--- config.mk ---
export PLATFORM = sky130hd
export DESIGN_NAME = servo_slew_rate_ramp
export DESIGN_NICKNAME = d
export VERILOG_FILES = /design/src/rtl/core/ssr_pkg.sv /design/src/rtl/core/ssr_in_stage.sv /design/src/rtl/core/ssr_engine.sv /design/src/rtl/core/servo_slew_rate_ramp.sv
export SDC_FILE = /design/constraint.sdc
export NUM_CORES = 1
export LEC_CHECK = 0
export BUFFER_PORTS_ARGS = -buffer_cell sky130_fd_sc_hd__buf_2
export CAP_MARGIN = 25
export CORE_MARGIN = 3
export CORE_UTILIZATION = 55
export DETAILED_ROUTE_END_ITERATION = 6
export MAX_ROUTING_LAYER = met4
export PLACE_DENSITY = 0.85
export SLEW_MARGIN = 20
export SYNTH_ARGS = -nofsm -noshare
export SYNTH_HDL_FRONTEND = slang
export SYNTH_HIERARCHICAL = 1
export SYNTH_SLANG_ARGS = --single-unit
export TNS_END_PERCENT = 30
--- constraint.sdc ---
create_clock -name clock -period 11.5 [get_ports clock]
set_input_delay 2.3 -clock clock [delete_from_list [all_inputs] [get_ports clock]]
set_output_delay 2.3 -clock clock [all_outputs]
set_load 0.005 [all_outputs]
--- src/rtl/core/ssr_pkg.sv ---
// shared types and constants of the servo slew-rate ramp
// no dependencies; imported by every module of the block
package ssr_pkg;

   localparam int unsigned ANGLE_W = 8;
   localparam int unsigned TIME_W  = 32;
   localparam int unsigned MODE_W  = 3;
   localparam int unsigned CSR_IDX_W = 1;
   localparam int unsigned CSR_DATA_W = 8;

   localparam logic [ANGLE_W-1:0] MAX_ANGLE     = 8'd180;
   localparam logic [ANGLE_W-1:0] MIN_DEG_RESET = 8'd0;
   localparam logic [ANGLE_W-1:0] MAX_DEG_RESET = 8'd180;

   typedef enum logic [MODE_W-1:0] {
      MODE_MOVE   = 3'd0,
      MODE_CLEAR  = 3'd1,
      MODE_LOCK   = 3'd2,
      MODE_UNLOCK = 3'd3,
      MODE_TOGGLE = 3'd4
   } mode_type;

   typedef enum logic [CSR_IDX_W-1:0] {
      CSR_MIN_DEG = 1'd0,
      CSR_MAX_DEG = 1'd1
   } csr_index_type;

   typedef struct packed {
      logic [MODE_W-1:0]  mode;
      logic               start_cond;
      logic               auto_cond;
      logic [ANGLE_W-1:0] target_deg;
      logic [ANGLE_W-1:0] step_ms;
      logic [TIME_W-1:0]  now_ms;
   } req_item_type;

   typedef struct packed {
      logic [ANGLE_W-1:0] position_deg;
      logic               is_done;
      logic               is_moving;
      logic               is_locked;
      logic [ANGLE_W-1:0] move_id;
   } rsp_item_type;

   typedef struct packed {
      logic [ANGLE_W-1:0] min_deg;
      logic [ANGLE_W-1:0] max_deg;
   } cfg_type;

endpackage

--- src/rtl/core/ssr_in_stage.sv ---
// input register of the servo slew-rate ramp
// holds one accepted item until the update logic takes it; uses ssr_pkg
module ssr_in_stage (
   input  logic                 clock,
   input  logic                 reset,
   input  logic                 load,
   input  logic                 take,
   input  ssr_pkg::req_item_type item,
   output logic                 held_valid,
   output ssr_pkg::req_item_type held_item
);
   import ssr_pkg::*;

   logic         valid_ff;
   logic         valid_in;
   req_item_type item_ff;

   assign valid_in = load | (valid_ff & ~take);

   always_ff @(posedge clock) begin
      if (reset) begin
         valid_ff <= 1'b0;
      end else begin
         valid_ff <= valid_in;
      end
   end

   always_ff @(posedge clock) begin
      if (load) begin
         item_ff <= item;
      end
   end

   assign held_valid = valid_ff;
   assign held_item  = item_ff;
endmodule

--- src/rtl/core/ssr_engine.sv ---
// servo state registers and the single-pass update for one item
// clamp, start check, jump or timed one-degree step; uses ssr_pkg
module ssr_engine (
   input  logic                  clock,
   input  logic                  reset,
   input  logic                  fire,
   input  ssr_pkg::req_item_type item,
   input  ssr_pkg::cfg_type      cfg,
   output ssr_pkg::rsp_item_type result
);
   import ssr_pkg::*;

   logic [ANGLE_W-1:0] pos_ff, pos_in;
   logic [TIME_W-1:0]  last_ff, last_in;
   logic [ANGLE_W-1:0] count_ff, count_in;
   logic               moving_ff, moving_in;
   logic               done_ff, done_in;
   logic               lock_ff, lock_in;

   logic               cond;
   logic [ANGLE_W-1:0] tgt_lo;
   logic [ANGLE_W-1:0] tgt;
   logic [ANGLE_W-1:0] pos_jump;
   logic [ANGLE_W:0]   pos_inc;
   logic [ANGLE_W-1:0] pos_up;
   logic [TIME_W-1:0]  elapsed;
   logic               hit;

   assign cond    = item.auto_cond ? (count_ff == '0) : item.start_cond;
   assign tgt_lo  = (item.target_deg < cfg.min_deg) ? cfg.min_deg : item.target_deg;
   assign tgt     = (tgt_lo > cfg.max_deg) ? cfg.max_deg : tgt_lo;
   assign pos_jump = (item.step_ms == '0) ? ((tgt > MAX_ANGLE) ? MAX_ANGLE : tgt) : pos_ff;
   assign hit     = (tgt == pos_jump);
   assign pos_inc = {1'b0, pos_jump} + {{ANGLE_W{1'b0}}, 1'b1};
   assign pos_up  = (pos_inc > {1'b0, MAX_ANGLE}) ? MAX_ANGLE : pos_inc[ANGLE_W-1:0];
   assign elapsed = item.now_ms - last_ff;

   always_comb begin
      pos_in    = pos_ff;
      last_in   = last_ff;
      count_in  = count_ff;
      moving_in = moving_ff;
      done_in   = done_ff;
      lock_in   = lock_ff;
      case (item.mode)
         MODE_MOVE: begin
            if (cond && !lock_ff) begin
               pos_in  = pos_jump;
               done_in = 1'b0;
               if (hit) begin
                  done_in   = 1'b1;
                  moving_in = 1'b0;
                  count_in  = count_ff + 8'd1;
               end else if (!moving_ff) begin
                  last_in   = item.now_ms;
                  moving_in = 1'b1;
               end else if (elapsed >= {{(TIME_W-ANGLE_W){1'b0}}, item.step_ms}) begin
                  last_in = item.now_ms;
                  if (tgt > pos_jump) begin
                     pos_in = pos_up;
                  end else if (pos_jump != '0) begin
                     pos_in = pos_jump - 8'd1;
                  end
               end
            end
         end
         MODE_CLEAR: begin
            count_in  = '0;
            moving_in = 1'b0;
            done_in   = 1'b0;
         end
         MODE_LOCK:   lock_in = 1'b1;
         MODE_UNLOCK: lock_in = 1'b0;
         MODE_TOGGLE: lock_in = ~lock_ff;
         default: begin
         end
      endcase
   end

   always_ff @(posedge clock) begin
      if (reset) begin
         pos_ff    <= '0;
         last_ff   <= '0;
         count_ff  <= '0;
         moving_ff <= 1'b0;
         done_ff   <= 1'b0;
         lock_ff   <= 1'b0;
      end else if (fire) begin
         pos_ff    <= pos_in;
         last_ff   <= last_in;
         count_ff  <= count_in;
         moving_ff <= moving_in;
         done_ff   <= done_in;
         lock_ff   <= lock_in;
      end
   end

   assign result.position_deg = pos_in;
   assign result.is_done      = done_in;
   assign result.is_moving    = moving_in;
   assign result.is_locked    = lock_in;
   assign result.move_id      = count_in;
endmodule

--- src/rtl/core/servo_slew_rate_ramp.sv ---
// Servo slew-rate ramp, top level.
// Each item on the req_ channel is one control update: a move request or a
// change of the id, flags or lock. Each item gives exactly one item on the
// rsp_ channel with the servo state after that update.
// Both channels use valid and stall; an item moves at a clock edge with
// valid high and stall low.
// An accepted item waits in the input register; its result is then shown
// from the result register. Throughput: one item per cycle, sustained while
// rsp_stall is low; the state update is one pass of clamp, compare, 32-bit
// subtract and increment between the input register and the result register.
// When rsp_stall holds a result, the input register still takes one more
// item; req_stall rises only once that register is also full.
// Configuration: csr_wr_en writes min_deg (index 0) or max_deg (index 1);
// write only while no item is in flight.
// Reset (synchronous, active high) clears position, timestamp, id and
// flags, sets min_deg to 0 and max_deg to 180, and empties both registers.
// Depends on ssr_pkg, ssr_in_stage and ssr_engine.
module servo_slew_rate_ramp (
   input  logic                            clock,
   input  logic                            reset,
   input  logic                            req_valid,
   output logic                            req_stall,
   input  logic [ssr_pkg::MODE_W-1:0]      req_mode,
   input  logic                            req_start_cond,
   input  logic                            req_auto_cond,
   input  logic [ssr_pkg::ANGLE_W-1:0]     req_target_deg,
   input  logic [ssr_pkg::ANGLE_W-1:0]     req_step_ms,
   input  logic [ssr_pkg::TIME_W-1:0]      req_now_ms,
   output logic                            rsp_valid,
   input  logic                            rsp_stall,
   output logic [ssr_pkg::ANGLE_W-1:0]     rsp_position_deg,
   output logic                            rsp_is_done,
   output logic                            rsp_is_moving,
   output logic                            rsp_is_locked,
   output logic [ssr_pkg::ANGLE_W-1:0]     rsp_move_id,
   input  logic                            csr_wr_en,
   input  logic [ssr_pkg::CSR_IDX_W-1:0]   csr_index,
   input  logic [ssr_pkg::CSR_DATA_W-1:0]  csr_wdata
);
   import ssr_pkg::*;

   req_item_type req_item;
   req_item_type held_item;
   logic         held_valid;
   logic         advance;
   logic         fire;
   logic         load;
   rsp_item_type result;
   rsp_item_type rsp_ff;
   logic         rsp_valid_ff, rsp_valid_in;
   cfg_type      cfg_ff;

   assign req_item.mode       = req_mode;
   assign req_item.start_cond = req_start_cond;
   assign req_item.auto_cond  = req_auto_cond;
   assign req_item.target_deg = req_target_deg;
   assign req_item.step_ms    = req_step_ms;
   assign req_item.now_ms     = req_now_ms;

   // result register free or being emptied this cycle
   assign advance   = ~rsp_valid_ff | ~rsp_stall;
   assign fire      = held_valid & advance;
   assign req_stall = held_valid & ~advance;
   assign load      = req_valid & ~req_stall;

   ssr_in_stage u_in_stage (
      .clock      (clock),
      .reset      (reset),
      .load       (load),
      .take       (fire),
      .item       (req_item),
      .held_valid (held_valid),
      .held_item  (held_item)
   );

   ssr_engine u_engine (
      .clock  (clock),
      .reset  (reset),
      .fire   (fire),
      .item   (held_item),
      .cfg    (cfg_ff),
      .result (result)
   );

   always_ff @(posedge clock) begin
      if (reset) begin
         cfg_ff.min_deg <= MIN_DEG_RESET;
         cfg_ff.max_deg <= MAX_DEG_RESET;
      end else if (csr_wr_en) begin
         case (csr_index)
            CSR_MIN_DEG: cfg_ff.min_deg <= csr_wdata[ANGLE_W-1:0];
            CSR_MAX_DEG: cfg_ff.max_deg <= csr_wdata[ANGLE_W-1:0];
            default: begin
            end
         endcase
      end
   end

   assign rsp_valid_in = fire | (rsp_valid_ff & rsp_stall);

   always_ff @(posedge clock) begin
      if (reset) begin
         rsp_valid_ff <= 1'b0;
      end else begin
         rsp_valid_ff <= rsp_valid_in;
      end
   end

   always_ff @(posedge clock) begin
      if (fire) begin
         rsp_ff <= result;
      end
   end

   assign rsp_valid        = rsp_valid_ff;
   assign rsp_position_deg = rsp_ff.position_deg;
   assign rsp_is_done      = rsp_ff.is_done;
   assign rsp_is_moving    = rsp_ff.is_moving;
   assign rsp_is_locked    = rsp_ff.is_locked;
   assign rsp_move_id      = rsp_ff.move_id;
endmodule
==> results of run 1 <==
sequential cells by signal, summed over array words and instances (netlist names), 8 cells and up:
signal	cells
cfg_ff	16
rsp_move_id	8
rsp_position_deg	8
u_engine/count_ff	8
u_engine/last_ff	32
u_engine/pos_ff	8
u_in_stage/held_item	53
kinds of logic (layout without fill, tap and decap cells):
group           Yosys count  in the layout  synth area share [%]
mux                      75             75                  8.84
buf+inv                 120            208                  5.42
xor+xnor                 21             21                  1.97
compound gates          225            225                  18.3
simple gates            336            336                  18.4
flops                   141            141                  38.0
fa+ha+maj                67             67                  9.07
other cells               0              2                     0
power by group through the flow:
| stage | Sequential [mW] | Combinational [mW] | Clock, mW |
|---|---|---|---|
| 4_1_cts | 0.566 | 0.250 | 0.553 |
| 2_1_floorplan | 0.573 | 0.188 | 0 |
| 3_5_place_dp | 0.576 | 0.247 | 0 |
| 5_1_grt | 0.568 | 0.279 | 0.572 |
| 3_3_place_gp | 0.575 | 0.242 | 0 |
| 6_report | 0.566 | 0.252 | 0.543 |
area by class of cell:
class	count	share of cell area, %
antenna	2	0.0477
clock buffer	17	4.05
clock inverter	15	1.59
inverter	84	3.00
multi-input combinational	724	50.5
sequential	141	33.8
tap	216	2.57
timing repair buffer	92	4.51
cells in the mapped netlist, types with 4 or more instances:
| cell | n |
|---|---|
| o21ai_0 | 34 |
| buf_2 | 8 |
| o21ai_1 | 8 |
| ha_1 | 66 |
| a31oi_1 | 7 |
| and4_1 | 4 |
| and2_1 | 12 |
| a21oi_1 | 54 |
| mux2i_2 | 6 |
| mux2_4 | 6 |
| mux2i_1 | 55 |
| inv_1 | 77 |
| xnor2_1 | 10 |
| nor2b_1 | 7 |
| nand2b_1 | 30 |
| o211ai_1 | 9 |
| mux2_2 | 7 |
| nand3_1 | 30 |
| buf_4 | 4 |
| nand4bb_1 | 4 |
| or3_1 | 5 |
| and3_1 | 21 |
| buf_6 | 4 |
| nor4_1 | 9 |
| edfxtp_1 | 72 |
| a211oi_1 | 9 |
| a211oi_2 | 4 |
| nor3_1 | 25 |
| o31ai_1 | 4 |
| nand2_1 | 61 |
| nand4_1 | 20 |
| or2_2 | 4 |
| a21o_1 | 15 |
| o22ai_1 | 4 |
| xor2_1 | 11 |
| inv_2 | 6 |
| o21a_1 | 12 |
| nor2_1 | 96 |
| a211o_1 | 8 |
| clkbuf_1 | 19 |
| dfxtp_1 | 69 |
critical path, delay by kind of cell (launching register included):
family                     cells  cell delay [ps]
AOI/OAI and AO/OA              9             2540
adders and majority gates      3              940
buffers and inverters          1              150
DFF                            1              400
muxes                          3             1170
and+or+nand+nor               10             1380
worst paths after layout:
check                           startpoint                   to  slack [ps]  cells after the start
setup / recovery  u_in_stage/held_item[47]  rsp_position_deg[6]        4650                     26
hold / removal                  cfg_ff[10]           cfg_ff[10]         490                      2
setup reg to reg  u_in_stage/held_item[47]  rsp_position_deg[6]        4650                     26
hold reg to reg                 cfg_ff[10]           cfg_ff[10]         490                      2
per-layer routing:
metal	vias up	GRT usage, %	wire [um]	share of wire [%]
met5	-	-	0	0
met4	0	5.54	146	0.69
met3	14	4.66	1170	5.5
met2	227	38.1	9770	46
met1	3589	31.9	10100	48
li1	3770	-	-	-
stage by stage:
| step | cells | hold WS (ps) | total power, mW |
|---|---|---|---|
| after global placement | 1257 | 473 | 0.818 |
| after CTS | 1289 | 492 | 1.37 |
| final | 1291 | 489 | 1.36 |
| after floorplan | 985 | 454 | 0.761 |
| after global routing | 1291 | 514 | 1.42 |
| after detailed placement | 1257 | 474 | 0.824 |
==> results.py, run 1 <==
metrics = {
    "placed_design": {
        "numPortBuffers": 87,
        "place.gp.congestion": 0.939,
        "pre_cts_ws_ps": 4690,
        "dp_hpwl_um": 15400,
        "post_dp_cell_area_um2": 9900,
    },
    "global_route": {
        "grt_pass1_vias": 7140,
        "antenna_found_initial": 2,
        "grt_usage_pct": 24.0,
        "grt_max_degree": 77,
        "grt_overflow_total": 0,
        "grt_first_pass_wirelength_um": 34800,
    },
    "sta": {
        "setup_tns_ps": 0,
        "slew_viol_final": 0,
        "worst_slew_pin_slew_ps": 1000,
        "rsz0062_at_grt": "false",
        "setup_viol": 0,
        "fmax_ghz": 0.146,
        "relSlewSlack_pct": 32.4,
        "fin_skew_ps": 11.4,
        "finalHoldViolCount": 0,
        "fin_ws_ps": 4650,
        "fin_crit_ps": 6850,
        "fin_crit_sh_pct": 59.6,
    },
    "floorplan": {
        "ios": 88,
        "start_util_pct": 57.4,
        "die_w_um": 136,
        "coreArea_um2": 16200,
        "rows": 46,
        "fp.dieH_um": 136,
        "die_area_um2": 18600,
    },
    "pwr": {
        "ir_drop_uv": 143,
        "power_leakage_nw": 4.12,
        "pwr-share-seq_pct": 41.6,
        "p_comb_share_pct": 18.5,
        "p_switching_mw": 0.384,
        "p_int_mw": 0.977,
        "p_clk_share_pct": 39.9,
        "netSwitchingFraction_pct": 28.2,
        "p_per_area_nw_per_um2": 130,
    },
    "logic_synthesis": {
        "synth_seq_area_share_pct": 38.0,
        "synthDistinctLibCells": 87,
        "synth-warning-count": 6,
        "ys_ff_latch": 141,
        "syn_inst": 985,
        "synth_flop_cell": "edfxtp_1",
        "syn_nets": 1119,
        "synth_edf_count": 72,
        "yosysTopAreaCellShare_pct": 23.2,
        "async_flop_share_pct": 0,
        "synth.area.top_cells": "edfxtp_1 23%, dfxtp_1 15%, ha_1 8.9%",
        "synth_top_cell_by_area": "edfxtp_1",
        "syn-cell-area_um2": 9320,
        "avgSynthCellArea_um2": 9.47,
    },
    "route": {
        "wl_per_cell_um": 16.4,
        "ant_nets": 0,
        "vias": 7600,
        "viasPerCell": 5.89,
        "wl_um": 21200,
        "drt-pass1-iter-count": 5,
        "drc": 0,
        "drtIter0Drc": 526,
    },
    "setup_path": {
        "crit_path_max_fanout": 8,
        "arrival_ps": 7020,
        "cp_data_required_time_ps": 11670,
        "endpoint_kind": "register",
        "cp_slowest_cell": "o41ai_4",
        "crit_path_max_incr_delay_ps": 810,
        "worstSetupStartpointType": "register",
        "timing_worst_setup_path_type": "reg2reg",
    },
    "cts": {
        "clkTransAtPathRegs_ps": 70,
        "cts_setup_buffers": 0,
        "tritoncts": "done",
        "clock_sinks": 141,
        "htreeDepth": 4,
        "root_buffer": "clkbuf_16",
        "clockBufferDepth": 2,
        "clkLatencyLatePin_ps": 420,
        "postCtsHoldBufs": 0,
        "ctsResizeCount": 0,
        "numCtsBuffers": 17,
    },
    "run_status": {
        "status": "finished, final reports clean",
    },
    "cells_and_area": {
        "layout_commonest_cell": "nor2_1",
        "drive_gt1_share_pct": 17.4,
        "seq_area_um2": 3540,
        "multi_input_area_um2": 5300,
        "final_area_um2": 10500,
        "final_cell_mix": "96 x nor2_1, 87 x buf_2, 77 x inv_1",
        "fillers": 1336,
        "finish.net_count": 1194,
        "area_growth_pct": 12.6,
        "fin_util_pct": 64.7,
    },
    "min_path": {
        "min-delay-path-class": "reg2reg",
    },
    "job": {
        "max_cap_violations": 0,
    },
}
(Power assumes the default switching activity.)
==> inputs of run 2 (changes only) <==
==> constraint.sdc (replaced) <==
create_clock -name clock -period 7 [get_ports clock]
set_input_delay 1.4 -clock clock [delete_from_list [all_inputs] [get_ports clock]]
set_output_delay 1.4 -clock clock [all_outputs]
set_load 0.005 [all_outputs]
==> results.py, run 2 (synthesis gave the netlist of run 1 again) <==
metrics = {
    "setup_path": {
        "timing_worst_setup_path_type": "reg2reg",
        "cp_data_required_time_ps": 7260,
        "worstSetupStartpointType": "register",
        "crit_path_max_fanout": 8,
        "endpoint_kind": "register",
        "arrival_ps": 6840,
    },
    "cts": {
        "ctsResizeCount": 0,
        "numCtsBuffers": 17,
        "clkTransAtPathRegs_ps": 60,
        "postCtsHoldBufs": 0,
        "clock_sinks": 141,
        "tritoncts": "done",
        "clkLatencyLatePin_ps": 420,
        "root_buffer": "clkbuf_16",
        "clockBufferDepth": 2,
        "htreeDepth": 4,
        "cts_setup_buffers": 0,
    },
    "sta": {
        "hold_ws_ps": 478,
        "relSlewSlack_pct": 49.2,
        "fin_crit_ps": 6580,
        "setup_viol": 0,
        "slew_viol_final": 0,
        "worst_slew_pin_slew_ps": 756,
        "fin_crit_sh_pct": 93.9,
        "rsz0062_at_grt": "false",
        "fmax_ghz": 0.152,
        "fin_skew_ps": 9.59,
        "setup_tns_ps": 0,
        "finalHoldViolCount": 0,
    },
    "placed_design": {
        "dp_cells": 1261,
        "dp_hpwl_um": 15300,
        "place.gp.congestion": 0.929,
        "post_dp_cell_area_um2": 9930,
        "numPortBuffers": 87,
    },
    "global_route": {
        "grt_first_pass_wirelength_um": 35300,
        "grt_pass1_vias": 7230,
        "antenna_found_initial": 0,
        "grt_overflow_total": 0,
        "grt_max_degree": 77,
        "grt_usage_pct": 24.5,
    },
    "min_path": {
        "min-delay-path-class": "reg2reg",
    },
    "pwr": {
        "power_leakage_nw": 4.18,
        "ir_drop_uv": 192,
        "p_per_area_nw_per_um2": 218,
        "total_power_mw": 2.31,
    },
    "floorplan": {
        "die_area_um2": 18600,
        "die_w_um": 136,
        "coreArea_um2": 16200,
        "fp.dieH_um": 136,
        "ios": 88,
        "start_util_pct": 57.4,
        "rows": 46,
    },
    "cells_and_area": {
        "final_area_um2": 10600,
        "final_cell_mix": "96 x nor2_1, 87 x buf_2, 77 x inv_1",
        "largest_reg_flops": 53,
        "area_growth_pct": 13.6,
        "finish.net_count": 1200,
        "layout_commonest_cell": "nor2_1",
        "drive_gt1_share_pct": 17.9,
        "antenna_cells": 0,
        "final_cells": 1295,
    },
    "route": {
        "wl_per_cell_um": 16.5,
        "vias": 7521,
        "wl_um": 21400,
        "drt-pass1-iter-count": 5,
        "viasPerCell": 5.81,
        "drtIter0Drc": 464,
        "drc": 0,
        "ant_nets": 0,
    },
    "run_status": {
        "status": "finished, final reports clean",
    },
    "job": {
        "max_cap_violations": 0,
    },
}
## run 2: worst paths after layout
path                            startpoint                   to  slack (ps)  depth (start not counted)
setup / recovery  u_in_stage/held_item[45]  rsp_position_deg[4]         420                         23
hold / removal                  cfg_ff[10]           cfg_ff[10]         480                          2
setup reg to reg  u_in_stage/held_item[45]  rsp_position_deg[4]         420                         23
hold reg to reg                 cfg_ff[10]           cfg_ff[10]         480                          2
## run 2: critical path, stage by stage (launching register included)
cell	delay (ps)
edfxtp_1	410
ha_1	350
nand2_1	120
o41ai_4	490
buf_4	260
mux2_4	320
ha_1	310
a21oi_1	170
o21ai_0	160
o22ai_4	390
mux2i_2	420
inv_2	80
a31oi_2	300
o32ai_4	190
nor2_1	320
ha_1	320
a21o_1	180
a21o_1	170
a21oi_1	190
a21oi_1	170
a21o_1	260
or3_1	390
a32o_1	290
o21ai_0	160
## run 2: per-stage QoR
stage | worst slack, ps | utilization [%]
4_1_cts | 338 | 65.1
5_1_grt | 37.6 | 65.2
3_5_place_dp | 445 | 61.2
2_1_floorplan | 932 | -
3_3_place_gp | 648 | 61.2
6_report | 424 | 65.2
## run 2: layout make-up
class | count | area [um2]
tap | 216 | 270
multi-input combinational | 724 | 5300
sequential | 141 | 3540
timing repair buffer | 98 | 518
inverter | 84 | 315
fill | 1320 | 5640
clock buffer | 19 | 464
clock inverter | 13 | 179
## run 2: per-layer routing
layer | GRT usage [%] | vias up | part of all wire, %
met5 | - | - | 0
met4 | 7.11 | 0 | 1.2
met3 | 4.37 | 20 | 6.1
met2 | 39.1 | 227 | 47
met1 | 32.0 | 3507 | 46
li1 | - | 3767 | -
## run 2: power by group
part / switching (mW) / internal (mW)
Clock: 0.365 / 0.599
Sequential: 0.0226 / 0.907
Combinational: 0.242 / 0.170
Total: 0.629 / 1.68
